--- config.mk ---
export PLATFORM = sky130hd
export DESIGN_NAME = nmea_sentence_field_parser_core
export DESIGN_NICKNAME = d
export VERILOG_FILES = /design/src/hw/rtl/nsfp_pkg.sv /design/src/hw/rtl/nsfp_parse.sv /design/src/hw/rtl/nsfp_out_reg.sv /design/src/hw/rtl/nmea_sentence_field_parser_core.sv
export SDC_FILE = /design/constraint.sdc
export NUM_CORES = 1
export LEC_CHECK = 0
export BUFFER_PORTS_ARGS = -buffer_cell sky130_fd_sc_hd__buf_2
export CORE_ASPECT_RATIO = 1.75
export CORE_MARGIN = 4
export CORE_UTILIZATION = 61
export DETAILED_ROUTE_END_ITERATION = 10
export HOLD_SLACK_MARGIN = 0.12
export PLACE_DENSITY = 0.81
export SETUP_SLACK_MARGIN = 0.1
export SLEW_MARGIN = 40
export SYNTH_ARGS = -nofsm -noshare
export SYNTH_HDL_FRONTEND = slang
export SYNTH_SLANG_ARGS = --single-unit
--- constraint.sdc ---
create_clock -name clk -period 9.95 [get_ports clk]
set_clock_uncertainty 0.2 [all_clocks]
set_input_delay 0.995 -clock clk [delete_from_list [all_inputs] [get_ports clk]]
set_output_delay 0.995 -clock clk [all_outputs]
set_load 0.02 [all_outputs]
--- src/hw/rtl/nsfp_pkg.sv ---
`default_nettype none
package nsfp_pkg;

  localparam int MAX_FRAC_DIGITS = 5;
  localparam int MAX_FIELD_INDEX = 31;
  localparam int HDR_LEN = 5;

  localparam logic [2:0] KIND_GSV   = 3'd0;
  localparam logic [2:0] KIND_GGA   = 3'd1;
  localparam logic [2:0] KIND_GSA   = 3'd2;
  localparam logic [2:0] KIND_RMC   = 3'd3;
  localparam logic [2:0] KIND_VTG   = 3'd4;
  localparam logic [2:0] KIND_OTHER = 3'd5;

  // header letters, first letter in the top byte
  localparam logic [39:0] HDR_GPGSV = 40'h47_50_47_53_56;
  localparam logic [39:0] HDR_GPGGA = 40'h47_50_47_47_41;
  localparam logic [39:0] HDR_GPGSA = 40'h47_50_47_53_41;
  localparam logic [39:0] HDR_GPRMC = 40'h47_50_52_4D_43;
  localparam logic [39:0] HDR_GPVTG = 40'h47_50_56_54_47;

  localparam logic [7:0] CH_DOLLAR = 8'h24;
  localparam logic [7:0] CH_COMMA  = 8'h2C;
  localparam logic [7:0] CH_STAR   = 8'h2A;
  localparam logic [7:0] CH_MINUS  = 8'h2D;
  localparam logic [7:0] CH_POINT  = 8'h2E;
  localparam logic [7:0] CH_ZERO   = 8'h30;
  localparam logic [7:0] CH_NINE   = 8'h39;
  localparam logic [7:0] CH_SPACE  = 8'h20;
  localparam logic [7:0] CH_LOW_Z  = 8'h7A;

  typedef struct packed {
    logic [2:0]  sentence_kind;
    logic [4:0]  field_index;
    logic [31:0] field_value;
    logic [2:0]  frac_digits;
    logic [7:0]  first_char;
    logic        is_last;
  } res_t;

  function automatic logic [2:0] classify(input logic [39:0] h);
    logic [2:0] k;
    k = KIND_OTHER;
    if (h == HDR_GPGSV) k = KIND_GSV;
    else if (h == HDR_GPGGA) k = KIND_GGA;
    else if (h == HDR_GPGSA) k = KIND_GSA;
    else if (h == HDR_GPRMC) k = KIND_RMC;
    else if (h == HDR_GPVTG) k = KIND_VTG;
    return k;
  endfunction

endpackage
`default_nettype wire

--- src/hw/rtl/nsfp_parse.sv ---
`default_nettype none
module nsfp_parse (
  input  wire logic          clk,
  input  wire logic          rst,
  input  wire logic          step_en,
  input  wire logic [7:0]    step_byte,
  output nsfp_pkg::res_t     res,
  output logic               res_valid
);
  import nsfp_pkg::*;

  logic        in_sentence, in_sentence_next;
  logic        in_header, in_header_next;
  logic [39:0] header_chars, header_chars_next;
  logic [2:0]  hdr_cnt, hdr_cnt_next;
  logic [4:0]  field_count, field_count_next;
  logic [31:0] accumulator, accumulator_next;
  logic [2:0]  frac_count, frac_count_next;
  logic        seen_point, seen_point_next;
  logic        negative, negative_next;
  logic        field_bad, field_bad_next;
  logic [7:0]  field_first, field_first_next;
  logic [2:0]  kind_code, kind_code_next;

  logic [31:0] acc_step;
  logic [31:0] digit;
  logic        is_digit;

  assign digit    = {24'd0, step_byte - CH_ZERO};
  assign is_digit = (step_byte >= CH_ZERO) && (step_byte <= CH_NINE);
  assign acc_step = (accumulator << 3) + (accumulator << 1) + digit;

  always_comb begin
    in_sentence_next  = in_sentence;
    in_header_next    = in_header;
    header_chars_next = header_chars;
    hdr_cnt_next      = hdr_cnt;
    field_count_next  = field_count;
    accumulator_next  = accumulator;
    frac_count_next   = frac_count;
    seen_point_next   = seen_point;
    negative_next     = negative;
    field_bad_next    = field_bad;
    field_first_next  = field_first;
    kind_code_next    = kind_code;
    res_valid         = 1'b0;
    res.sentence_kind = kind_code;
    res.field_index   = field_count;
    res.field_value   = 32'd0;
    res.frac_digits   = 3'd0;
    res.first_char    = field_first;
    res.is_last       = (step_byte == CH_STAR);

    if (field_count < 5'(MAX_FIELD_INDEX)) begin
      res.field_index = field_count + 5'd1;
    end
    if (!field_bad) begin
      res.field_value = negative ? (32'd0 - accumulator) : accumulator;
      res.frac_digits = frac_count;
    end

    if (step_en) begin
      if (step_byte == CH_DOLLAR) begin
        in_sentence_next  = 1'b1;
        in_header_next    = 1'b1;
        header_chars_next = 40'd0;
        hdr_cnt_next      = 3'd0;
        field_count_next  = 5'd0;
        kind_code_next    = KIND_OTHER;
        accumulator_next  = 32'd0;
        frac_count_next   = 3'd0;
        seen_point_next   = 1'b0;
        negative_next     = 1'b0;
        field_bad_next    = 1'b0;
        field_first_next  = 8'd0;
      end else if (in_sentence) begin
        if (step_byte < CH_SPACE || step_byte > CH_LOW_Z) begin
          in_sentence_next = 1'b0;
          in_header_next   = 1'b0;
        end else if (in_header) begin
          if (step_byte == CH_COMMA) begin
            kind_code_next   = classify(header_chars);
            in_header_next   = 1'b0;
            accumulator_next = 32'd0;
            frac_count_next  = 3'd0;
            seen_point_next  = 1'b0;
            negative_next    = 1'b0;
            field_bad_next   = 1'b0;
            field_first_next = 8'd0;
          end else if (step_byte == CH_STAR) begin
            in_sentence_next = 1'b0;
            in_header_next   = 1'b0;
          end else if (hdr_cnt < 3'(HDR_LEN)) begin
            // header bytes are never zero, so the fill count marks the free slot
            header_chars_next = header_chars |
                                ({32'd0, step_byte} << (6'd8 * (6'(HDR_LEN - 1) - 6'(hdr_cnt))));
            hdr_cnt_next = hdr_cnt + 3'd1;
          end
        end else if (step_byte == CH_COMMA || step_byte == CH_STAR) begin
          res_valid        = 1'b1;
          field_count_next = res.field_index;
          accumulator_next = 32'd0;
          frac_count_next  = 3'd0;
          seen_point_next  = 1'b0;
          negative_next    = 1'b0;
          field_bad_next   = 1'b0;
          field_first_next = 8'd0;
          if (step_byte == CH_STAR) begin
            in_sentence_next = 1'b0;
          end
        end else begin
          if (field_first == 8'd0) begin
            field_first_next = step_byte;
          end
          if (step_byte == CH_MINUS) begin
            negative_next = 1'b1;
          end else if (step_byte == CH_POINT) begin
            if (seen_point) begin
              field_bad_next = 1'b1;
            end else begin
              seen_point_next = 1'b1;
            end
          end else if (is_digit) begin
            if (!seen_point) begin
              accumulator_next = acc_step;
            end else if (frac_count < 3'(MAX_FRAC_DIGITS)) begin
              accumulator_next = acc_step;
              frac_count_next  = frac_count + 3'd1;
            end
          end else begin
            field_bad_next = 1'b1;
          end
        end
      end
    end
  end

  always_ff @(posedge clk) begin
    if (rst) begin
      in_sentence  <= 1'b0;
      in_header    <= 1'b0;
      header_chars <= 40'd0;
      hdr_cnt      <= 3'd0;
      field_count  <= 5'd0;
      accumulator  <= 32'd0;
      frac_count   <= 3'd0;
      seen_point   <= 1'b0;
      negative     <= 1'b0;
      field_bad    <= 1'b0;
      field_first  <= 8'd0;
      kind_code    <= KIND_OTHER;
    end else begin
      in_sentence  <= in_sentence_next;
      in_header    <= in_header_next;
      header_chars <= header_chars_next;
      hdr_cnt      <= hdr_cnt_next;
      field_count  <= field_count_next;
      accumulator  <= accumulator_next;
      frac_count   <= frac_count_next;
      seen_point   <= seen_point_next;
      negative     <= negative_next;
      field_bad    <= field_bad_next;
      field_first  <= field_first_next;
      kind_code    <= kind_code_next;
    end
  end

  a_res_needs_step: assert property (@(posedge clk) disable iff (rst)
    res_valid |-> (step_en && in_sentence && !in_header))
    else $error("field result without a step in a sentence body");
  a_header_in_sentence: assert property (@(posedge clk) disable iff (rst)
    in_header |-> in_sentence)
    else $error("header state outside a sentence");
  a_frac_bound: assert property (@(posedge clk) disable iff (rst)
    frac_count <= 3'(MAX_FRAC_DIGITS))
    else $error("fraction digit count out of range");
  a_star_ends: assert property (@(posedge clk) disable iff (rst)
    (res_valid && res.is_last) |=> !in_sentence)
    else $error("sentence still open after last field");

endmodule
`default_nettype wire

--- src/hw/rtl/nsfp_out_reg.sv ---
`default_nettype none
module nsfp_out_reg (
  input  wire logic          clk,
  input  wire logic          rst,
  input  wire logic          load,
  input  wire nsfp_pkg::res_t res,
  input  wire logic          out_stall,
  output logic               out_valid,
  output logic [2:0]         sentence_kind,
  output logic [4:0]         field_index,
  output logic signed [31:0] field_value,
  output logic [2:0]         frac_digits,
  output logic [7:0]         first_char,
  output logic               is_last
);
  import nsfp_pkg::*;

  res_t held;
  logic out_valid_next;

  assign out_valid_next = load | (out_valid & out_stall);

  always_ff @(posedge clk) begin
    if (rst) begin
      out_valid <= 1'b0;
    end else begin
      out_valid <= out_valid_next;
    end
  end

  always_ff @(posedge clk) begin
    if (load) begin
      held <= res;
    end
  end

  assign sentence_kind = held.sentence_kind;
  assign field_index   = held.field_index;
  assign field_value   = signed'(held.field_value);
  assign frac_digits   = held.frac_digits;
  assign first_char    = held.first_char;
  assign is_last       = held.is_last;

endmodule
`default_nettype wire

--- src/hw/rtl/nmea_sentence_field_parser_core.sv ---
// a field result is loaded into the output register when its terminator byte leaves the input register
// throughput: one byte per cycle while the output is not stalled; the parse state loop updates once per byte
// a byte waits in the input register only while the output register holds an untaken item
// reset (rst, synchronous, active high) clears valids and returns the parser to idle,
// waiting for a dollar sign, with sentence kind other
`default_nettype none
module nmea_sentence_field_parser_core (
  input  wire logic          clk,
  input  wire logic          rst,
  input  wire logic          in_valid,
  output logic               in_stall,
  input  wire logic [7:0]    byte_in,
  output logic               out_valid,
  input  wire logic          out_stall,
  output logic [2:0]         sentence_kind,
  output logic [4:0]         field_index,
  output logic signed [31:0] field_value,
  output logic [2:0]         frac_digits,
  output logic [7:0]         first_char,
  output logic               is_last
);
  import nsfp_pkg::*;

  logic       s1_valid, s1_valid_next;
  logic [7:0] s1_byte;
  logic       adv;
  logic       in_take;
  res_t       res;
  logic       res_valid;

  assign adv      = s1_valid & ~(out_valid & out_stall);
  assign in_stall = s1_valid & out_valid & out_stall;
  assign in_take  = in_valid & ~in_stall;

  always_comb begin
    s1_valid_next = s1_valid;
    if (in_take) begin
      s1_valid_next = 1'b1;
    end else if (adv) begin
      s1_valid_next = 1'b0;
    end
  end

  always_ff @(posedge clk) begin
    if (rst) begin
      s1_valid <= 1'b0;
    end else begin
      s1_valid <= s1_valid_next;
    end
  end

  always_ff @(posedge clk) begin
    if (in_take) begin
      s1_byte <= byte_in;
    end
  end

  nsfp_parse u_parse (
    .clk       (clk),
    .rst       (rst),
    .step_en   (adv),
    .step_byte (s1_byte),
    .res       (res),
    .res_valid (res_valid)
  );

  nsfp_out_reg u_out (
    .clk           (clk),
    .rst           (rst),
    .load          (res_valid),
    .res           (res),
    .out_stall     (out_stall),
    .out_valid     (out_valid),
    .sentence_kind (sentence_kind),
    .field_index   (field_index),
    .field_value   (field_value),
    .frac_digits   (frac_digits),
    .first_char    (first_char),
    .is_last       (is_last)
  );

  a_stall_only_when_full: assert property (@(posedge clk) disable iff (rst)
    in_stall |-> (s1_valid && out_valid))
    else $error("input stalled with room downstream");
  a_held_byte_kept: assert property (@(posedge clk) disable iff (rst)
    (s1_valid && !adv) |=> (s1_valid && $stable(s1_byte)))
    else $error("waiting byte lost");
  a_no_overwrite: assert property (@(posedge clk) disable iff (rst)
    res_valid |-> !(out_valid && out_stall))
    else $error("result loaded over an untaken item");

endmodule
`default_nettype wire

==> results of run 1 <==
-- critical path, stage by stage, from the launching register on --
cell and delay [ns]:
edfxtp_1 0.54, ha_1 0.31, xor2_1 0.17, fa_1 0.50, inv_1 0.04, ha_1 0.35, a21o_1 0.22, a31o_2 0.22
o21ai_0 0.41, a31oi_1 0.15, o22ai_1 0.29, nor3_1 0.11, or3_1 0.32, a32o_1 0.25
-- path summary, 6_finish.rpt --
kind | slack (ns) | end | from | depth (start not counted)
worst max-delay path | 5.77 | u_parse.accumulator[25]$_SDFFE_PP0P_ | s1_byte[4]$_DFFE_PP_ | 13
worst min-delay path | 0.24 | u_out.sentence_kind[1]$_DFFE_PP_ | u_parse.kind_code[1]$_SDFFE_PP0P_ | 0
worst max register to register | 5.77 | u_parse.accumulator[25]$_SDFFE_PP0P_ | s1_byte[4]$_DFFE_PP_ | 13
worst min register to register | 0.24 | u_out.sentence_kind[1]$_DFFE_PP_ | u_parse.kind_code[1]$_SDFFE_PP0P_ | 0
-- synthesized netlist by cell type (all sizes together), types with 10 or more instances --
cell type,count,area share
nor2,110,0.048
xor2,44,0.045
nor3,14,0.0081
xnor2,23,0.023
and2,11,0.0080
nand2,72,0.031
nor2b,13,0.0094
edfxtp,60,0.21
clkbuf,38,0.018
or4,10,0.010
a21o,10,0.0087
o21ai,51,0.030
a22o,36,0.036
dfxtp,101,0.23
inv,29,0.013
ha,61,0.088
nand3,20,0.012
a21oi,54,0.031
-- power breakdown --
group          switching (uW)  internal, uW
sequential               11.2           682
combinational            22.1          11.9
clock                     283           327
-- metal layers --
| metal | wire, um | share of wire |
|---|---|---|
| met5 | 0 | 0 |
| met4 | 1063 | 0.051 |
| met3 | 953 | 0.045 |
| met2 | 11640 | 0.55 |
| met1 | 7345 | 0.35 |
-- cell type report --
cell class	instances	share of cell area
multi-input combinational	671	0.4740
sequential	161	0.3968
clock buffer	18	0.04452
timing repair buffer	71	0.03842
tap	177	0.02298
clock inverter	14	0.01194
inverter	29	0.01129
-- cell families after synthesis --
family                     share of synthesized area
AOI/OAI and AO/OA                             0.1726
xor gates and xnor gates                     0.06786
adders and majority gates                     0.1022
buffers and inverters                        0.03313
DFF                                           0.4422
muxes                                       0.002315
and+or+nand+nor                               0.1797
-- registers in the layout (all words and copies together), names as in the netlist, 5 cells and up --
name / count
u_out.field_value: 32
u_parse.field_count: 5
u_out.field_index: 5
s1_byte: 8
u_parse.header_chars: 40
u_parse.accumulator: 32
u_out.first_char: 8
u_parse.field_first: 8
-- metrics by stage --
step                std cells    util  instance area [sq um]  hold WS (ns)  setup slack, ns
detailed placement       1109  0.6526                   9076        0.2258            5.807
floorplan                 902       -                   8647        0.2081            2.449
global placement         1109  0.6523                   9071        0.2166            5.870
global route             1141  0.6931                   9639        0.2523            5.524
finish                   1141  0.6931                   9639        0.2399            5.774
CTS                      1141  0.6918                   9620        0.2412            5.780
==> summary.txt, run 1 <==
Finish
  • Multi-input gate area: roughly 4600 sq um
  • Nets: between 1,000 and 1,500
  • Most common cell after layout, fill and taps aside: nor2_1
  • Register area: 3825 sq um
  • ANT cells: 0
  • # fillers: 1,089
  • Synthesis-to-finish area growth: 11.47%
  • Fraction of layout cells with a size suffix above 1: 0.1338
  • Commonest non-fill, non-tap cells in the layout: 110 x nor2_1, 100 x dfxtp_1, 72 x nand2_1

Floorplan
  • Core area: around 14,000 sq um
  • Die Wd: approximately 100 um
  • IO Pins: 66
  • Site Rows: 57
  • Initial Util: 0.6218
  • Die ar.: roughly 16,000 sq um
  • Die Y: between 150 and 200 um

Worst setup path
  • WP data arrival: 4.29 ns
  • Worst-path fanout max: 10
  • Critical Path RT: ~10 ns
  • Startpoint types: register
  • WS Path Type: register to register
  • Crit. End Element: register

Timing
  • Final TNS setup: 0 ns
  • Max Slew Vio Count: 0
  • Final min period: between 4 and 5 ns
  • F_max: roughly 240 MHz
  • Hold Fails Final Rpt: 0
  • Final setup violation count: 0
  • RSZ-0062 raised after global routing: no
  • Final period util: 0.4197
  • Slew @ Worst Pin: between 0.8 and 0.9 ns
  • Slew HR: 0.4448

Synth
  • Number of synthesized register bits: approximately 160
  • Yosys cell types: 69
  • Syn Inst Count: between 900 and 1,000
  • Async set or reset register ratio after synthesis: 0
  • Mapped Area: around 8600 sq um
  • Post-synth top flop: dfxtp_1
  • Synthesized area per cell: between 9 and 10 sq um
  • Part of the Yosys area used for sequential elements: 0.4422
  • Syn_nets: a little under 1,000
  • Number of synthesis warnings: 0
  • Number of flops mapped to enable cells by yosys: 60

Placed design
  • Post-DP HPWL: between 15,000 and 20,000 um
  • GP Congestion: between 0.8 and 0.9
  • IO buf count: 65

GRT
  • Total congestion overflow: 0
  • GRT met2 Usage: 0.5022
  • Largest net degree at the start of global routing: 45
  • Initial antenna violation count: 0
  • Wire length of the first global-routing pass: about 34,000 um
  • Met1 Use GR: 0.2664
  • GR peak layer: met2
  • GRT Util Overall: 0.2637
  • Met3 Use GR: 0.04161
  • Vias in the first global route: between 7,000 and 8,000

Routing
  • Via count: ~7,000
  • DR vias/cell: 6.152
  • DRC Markers: 0
  • DR pass1 iterations: 5
  • Final ANT Viol Nets: 0
  • Final WL: between 20,000 and 25,000 um
  • Iteration-0 DRC count of the detailed router: 370
  • WL per Instance: around 18 um

Clock network
  • CTS tree: built
  • Postcts setup bufs: 0
  • TritonCTS buffer count: 17
  • CTS Buffer Depth: 2
  • Root Driver: clkbuf_16
  • Post-CTS Hold Buffers: 0
  • Clk slew on worst S/H paths: around 0.07 ns
  • Clk_lat worst skew: roughly 0.42 ns
  • Resize count post-CTS: 0
  • H-tree depth: 4
  • CTS Sinks: roughly 160

Power and ir drop
  • Tot Pwr: ~1300 uW
  • Leakage: 0.003914 uW
  • Worst vdd ir: about 0.000088 V
  • Power density over the cells: between 100 and 150 nW/um^2

Run status
  • Status: complete, no violations

Job
  • # Max-Cap Violations: 0

Worst hold path
  • Worst Hold Class: register to register
Power figures use the tool's default switching activity.
==> run 2: changes to the inputs <==
Settings changed: ABC_AREA from default to 1, CORE_UTILIZATION 61 to 56, PLACE_DENSITY 0.81 to 0.78.
Clock period 9.95 ns to 3.7 ns, I/O delays scaled along.
==> summary.txt, run 2 <==
Run status
  • Status: complete, no violations (unchanged)

Synth
  • Synthesized area per cell: 7.122 sq um (was 9.587 sq um)
  • Top cell type's share of synthesized area: 0.2072 (was 0.2338)
  • Number of synthesis warnings: 0 (unchanged)
  • Most frequent cell after synthesis: nand2_1 (was nor2_1)
  • Part of the Yosys area used for sequential elements: 0.3919 (was 0.4422)
  • Top cells by count, synth: 348 x nand2_1, 224 x inv_1, 147 x nor2_1 (was 110 x nor2_1, 101 x dfxtp_1, 72 x nand2_1)
  • Async set or reset register ratio after synthesis: 0 (unchanged)
  • Post-synth top flop: dfxtp_1 (unchanged)
  • Syn Inst Count: 1,370 (was 902)
  • Mapped Area: 9757 sq um (was 8647 sq um)
  • Ranking of synthesized cells by area: dfxtp_1 21%, edfxtp_1 18%, nand2_1 13%, inv_1 8.6%, ha_1 7.8% (was dfxtp_1 23%, edfxtp_1 21%, ha_1 8.8%, nor2_1 4.8%, xor2_1 4.5%)
  • Number of flops mapped to enable cells by yosys: 60 (unchanged)
  • Number of synthesized register bits: 161 (unchanged)
  • Yosys cell types: 43 (was 69)
  • Syn_nets: 1,449 (was 981)
  • Dominant cell type by area after synthesis: dfxtp_1 (unchanged)

GRT
  • Total congestion overflow: 0 (unchanged)
  • GRT Util Overall: 0.2904 (was 0.2637)
  • Largest net degree at the start of global routing: 45 (unchanged)
  • Initial antenna violation count: 0 (unchanged)
  • Wire length of the first global-routing pass: 44,010 um (was 33,930 um)
  • Vias in the first global route: 9,022 (was 7,097)

Timing
  • Final setup violation count: 0 (unchanged)
  • Hold Fails Final Rpt: 0 (unchanged)
  • Slew @ Worst Pin: 0.7452 ns (was 0.8252 ns)
  • F_max: 311.9 MHz (was 239.5 MHz)
  • Max Slew Vio Count: 0 (unchanged)
  • Hold WS: 0.2332 ns (was 0.2399 ns)
  • Final period util: 0.8664 (was 0.4197)
  • RSZ-0062 raised after global routing: no (unchanged)
  • Final TNS setup: 0 ns (unchanged)
  • Slew HR: 0.5027 (was 0.4448)
  • Final min period: 3.206 ns (was 4.176 ns)

Finish
  • Fin util: 0.6461 (was 0.6931)
  • Max FFs per register: 40 (unchanged)
  • Synthesis-to-finish area growth: 12.75% (was 11.47%)
  • Most common cell after layout, fill and taps aside: nand2_1 (was nor2_1)
  • Finished Layout Cells: 1,689 (was 1,141)
  • Commonest non-fill, non-tap cells in the layout: 348 x nand2_1, 223 x inv_1, 147 x nor2_1 (was 110 x nor2_1, 100 x dfxtp_1, 72 x nand2_1)
  • Nets: 1,528 (was 1,030)
  • Biggest register: u_parse.header_chars (unchanged)
  • Fraction of layout cells with a size suffix above 1: 0.08687 (was 0.1338)
  • ANT cells: 0 (unchanged)

Clock network
  • CTS Sinks: 161 (unchanged)
  • Root Driver: clkbuf_16 (unchanged)
  • CTS tree: built (unchanged)
  • Clk_lat worst skew: 0.45 ns (was 0.42 ns)
  • H-tree depth: 4 (unchanged)
  • Post-CTS Hold Buffers: 11 (was 0)
  • Clk slew on worst S/H paths: 0.07 ns (about the same)
  • Resize count post-CTS: 0 (unchanged)
  • TritonCTS buffer count: 17 (unchanged)
  • Postcts setup bufs: 0 (unchanged)
  • CTS Buffer Depth: 2 (unchanged)

Worst setup path
  • CP max-delay cell: edfxtp_1 (unchanged)
  • Slowest stage delay, CP: 0.52 ns (was 0.54 ns)
  • Crit. End Element: register (unchanged)
  • WP data arrival: 3.38 ns (was 4.29 ns)
  • Worst-path fanout max: 7 (was 10)
  • Crit path top cell by count: nand2_1 (was ha_1)
  • Crit path cell chain: ha_1, xor2_1, fa_1, inv_1, ha_1, nand2_1, nor2_1, nand2_1, nand2_1, a21oi_1, xnor2_1, nand2_1, a21oi_1 (was ha_1, xor2_1, fa_1, inv_1, ha_1, a21o_1, a31o_2, o21ai_0, a31oi_1, o22ai_1, nor3_1, or3_1, a32o_1)
  • Critical Path RT: 3.87 ns (was 10.06 ns)
  • WS Path Type: register to register (unchanged)
  • Reg-to-reg setup timing slack: 0.49 ns (was 5.77 ns)
  • Startpoint types: register (unchanged)

Power and ir drop
  • Combinational fraction of design power: 0.033 (was 0.025)
  • Power density over the cells: 341.3 nW/um^2 (was 138.7 nW/um^2)
  • Switching share of power: 0.2345 (was 0.2365)
  • Int Pwr: 2874 uW (was 1021 uW)
  • Reg power frac: 0.493 (was 0.518)
  • Clock power frac: 0.474 (was 0.456)
  • Psw: 880.4 uW (was 316.1 uW)
  • Worst vdd ir: 0.0004029 V (was 0.00008787 V)
  • Leakage: 0.005239 uW (was 0.003914 uW)
  • Tot Pwr: 3754 uW (was 1337 uW)

Routing
  • WL per Instance: 16.40 um (was 18.41 um)
  • DRC Markers: 0 (unchanged)
  • DR vias/cell: 5.399 (was 6.152)
  • Iteration-0 DRC count of the detailed router: 607 (was 370)
  • DR pass1 iterations: 5 (unchanged)
  • Via count: 9,119 (was 7,019)
  • Final ANT Viol Nets: 0 (unchanged)
  • Final WL: 27,700 um (was 21,000 um)

Placed design
  • Placed cell count: 1,646 (was 1,109)
  • Post-DP HPWL: 21,230 um (was 15,410 um)
  • GP Congestion: 0.9561 (was 0.8865)
  • IO buf count: 65 (unchanged)

Floorplan
  • Die Wd: 107.8 um (was 98 um)
  • Site Rows: 63 (was 57)
  • IO Pins: 66 (unchanged)
  • Die ar.: 19,680 sq um (was 16,220 sq um)
  • Die Y: 182.6 um (was 165.5 um)
  • Core area: 17,030 sq um (was 13,910 sq um)
  • Initial Util: 0.5730 (was 0.6218)

Job
  • # Max-Cap Violations: 0 (unchanged)

Worst hold path
  • Worst Hold Class: register to register (unchanged)
run 2: final timing paths:
kind	start	endpoint	cells after the start
worst max-delay path	s1_byte[4]$_DFFE_PP_	u_parse.accumulator[17]$_SDFFE_PP0P_	13
worst max register to register	s1_byte[4]$_DFFE_PP_	u_parse.accumulator[17]$_SDFFE_PP0P_	13
worst min-delay path	u_parse.header_chars[15]$_SDFFE_PP0P_	u_parse.header_chars[15]$_SDFFE_PP0P_	2
worst min register to register	u_parse.header_chars[15]$_SDFFE_PP0P_	u_parse.header_chars[15]$_SDFFE_PP0P_	2
run 2: critical path, delay by kind of cell (launching register included):
kind | cells | cell delay [ns]
buf+inv | 1 | 0.05
compound gates | 2 | 0.24
flops | 1 | 0.52
simple gates | 5 | 0.63
xor+xnor | 2 | 0.35
fa+ha+maj | 3 | 1.16
run 2: layout make-up:
type / count / area, sq um
fill: 1550 / 6026
inverter: 230 / 863.3
multi-input combinational: 955 / 4949
timing repair buffer: 84 / 495.5
clock inverter: 15 / 160.2
clock buffer: 17 / 425.4
sequential: 161 / 3824
tap: 227 / 284.0
run 2: logic make-up after synthesis:
kind of cell               Yosys count  share of synthesized area
adders and majority gates           67                    0.09054
xor gates and xnor gates            20                    0.01795
and+or+nand+nor                    679                     0.2970
AOI/OAI and AO/OA                  189                     0.1017
DFF                                161                     0.3919
buffers and inverters              254                     0.1009
run 2: stage by stage:
step	area [sq um]	setup slack (ns)
5_1_grt	11000	0.1840
3_3_place_gp	10300	0.6476
2_1_floorplan	9757	0.5547
6_report	11000	0.4942
4_1_cts	11000	0.5184
3_5_place_dp	10300	0.5491
run 2: power groups by stage:
| stage | registers (uW) | clock network [uW] | logic, uW |
|---|---|---|---|
| detailed placement | 1890 | 0 | 111 |
| finish | 1850 | 1780 | 122 |
| global placement | 1890 | 0 | 110 |
| floorplan | 1880 | 0 | 79.1 |
| CTS | 1850 | 1790 | 122 |
| global route | 1850 | 1870 | 136 |
run 2: metal layers:
layer | wire length [um] | vias up | GRT usage
met5 | 0 | - | 0
met4 | 1871 | 0 | 0.1957
met3 | 1101 | 103 | 0.04071
met2 | 15230 | 276 | 0.5576
met1 | 9493 | 4156 | 0.2746
li1 | - | 4584 | -
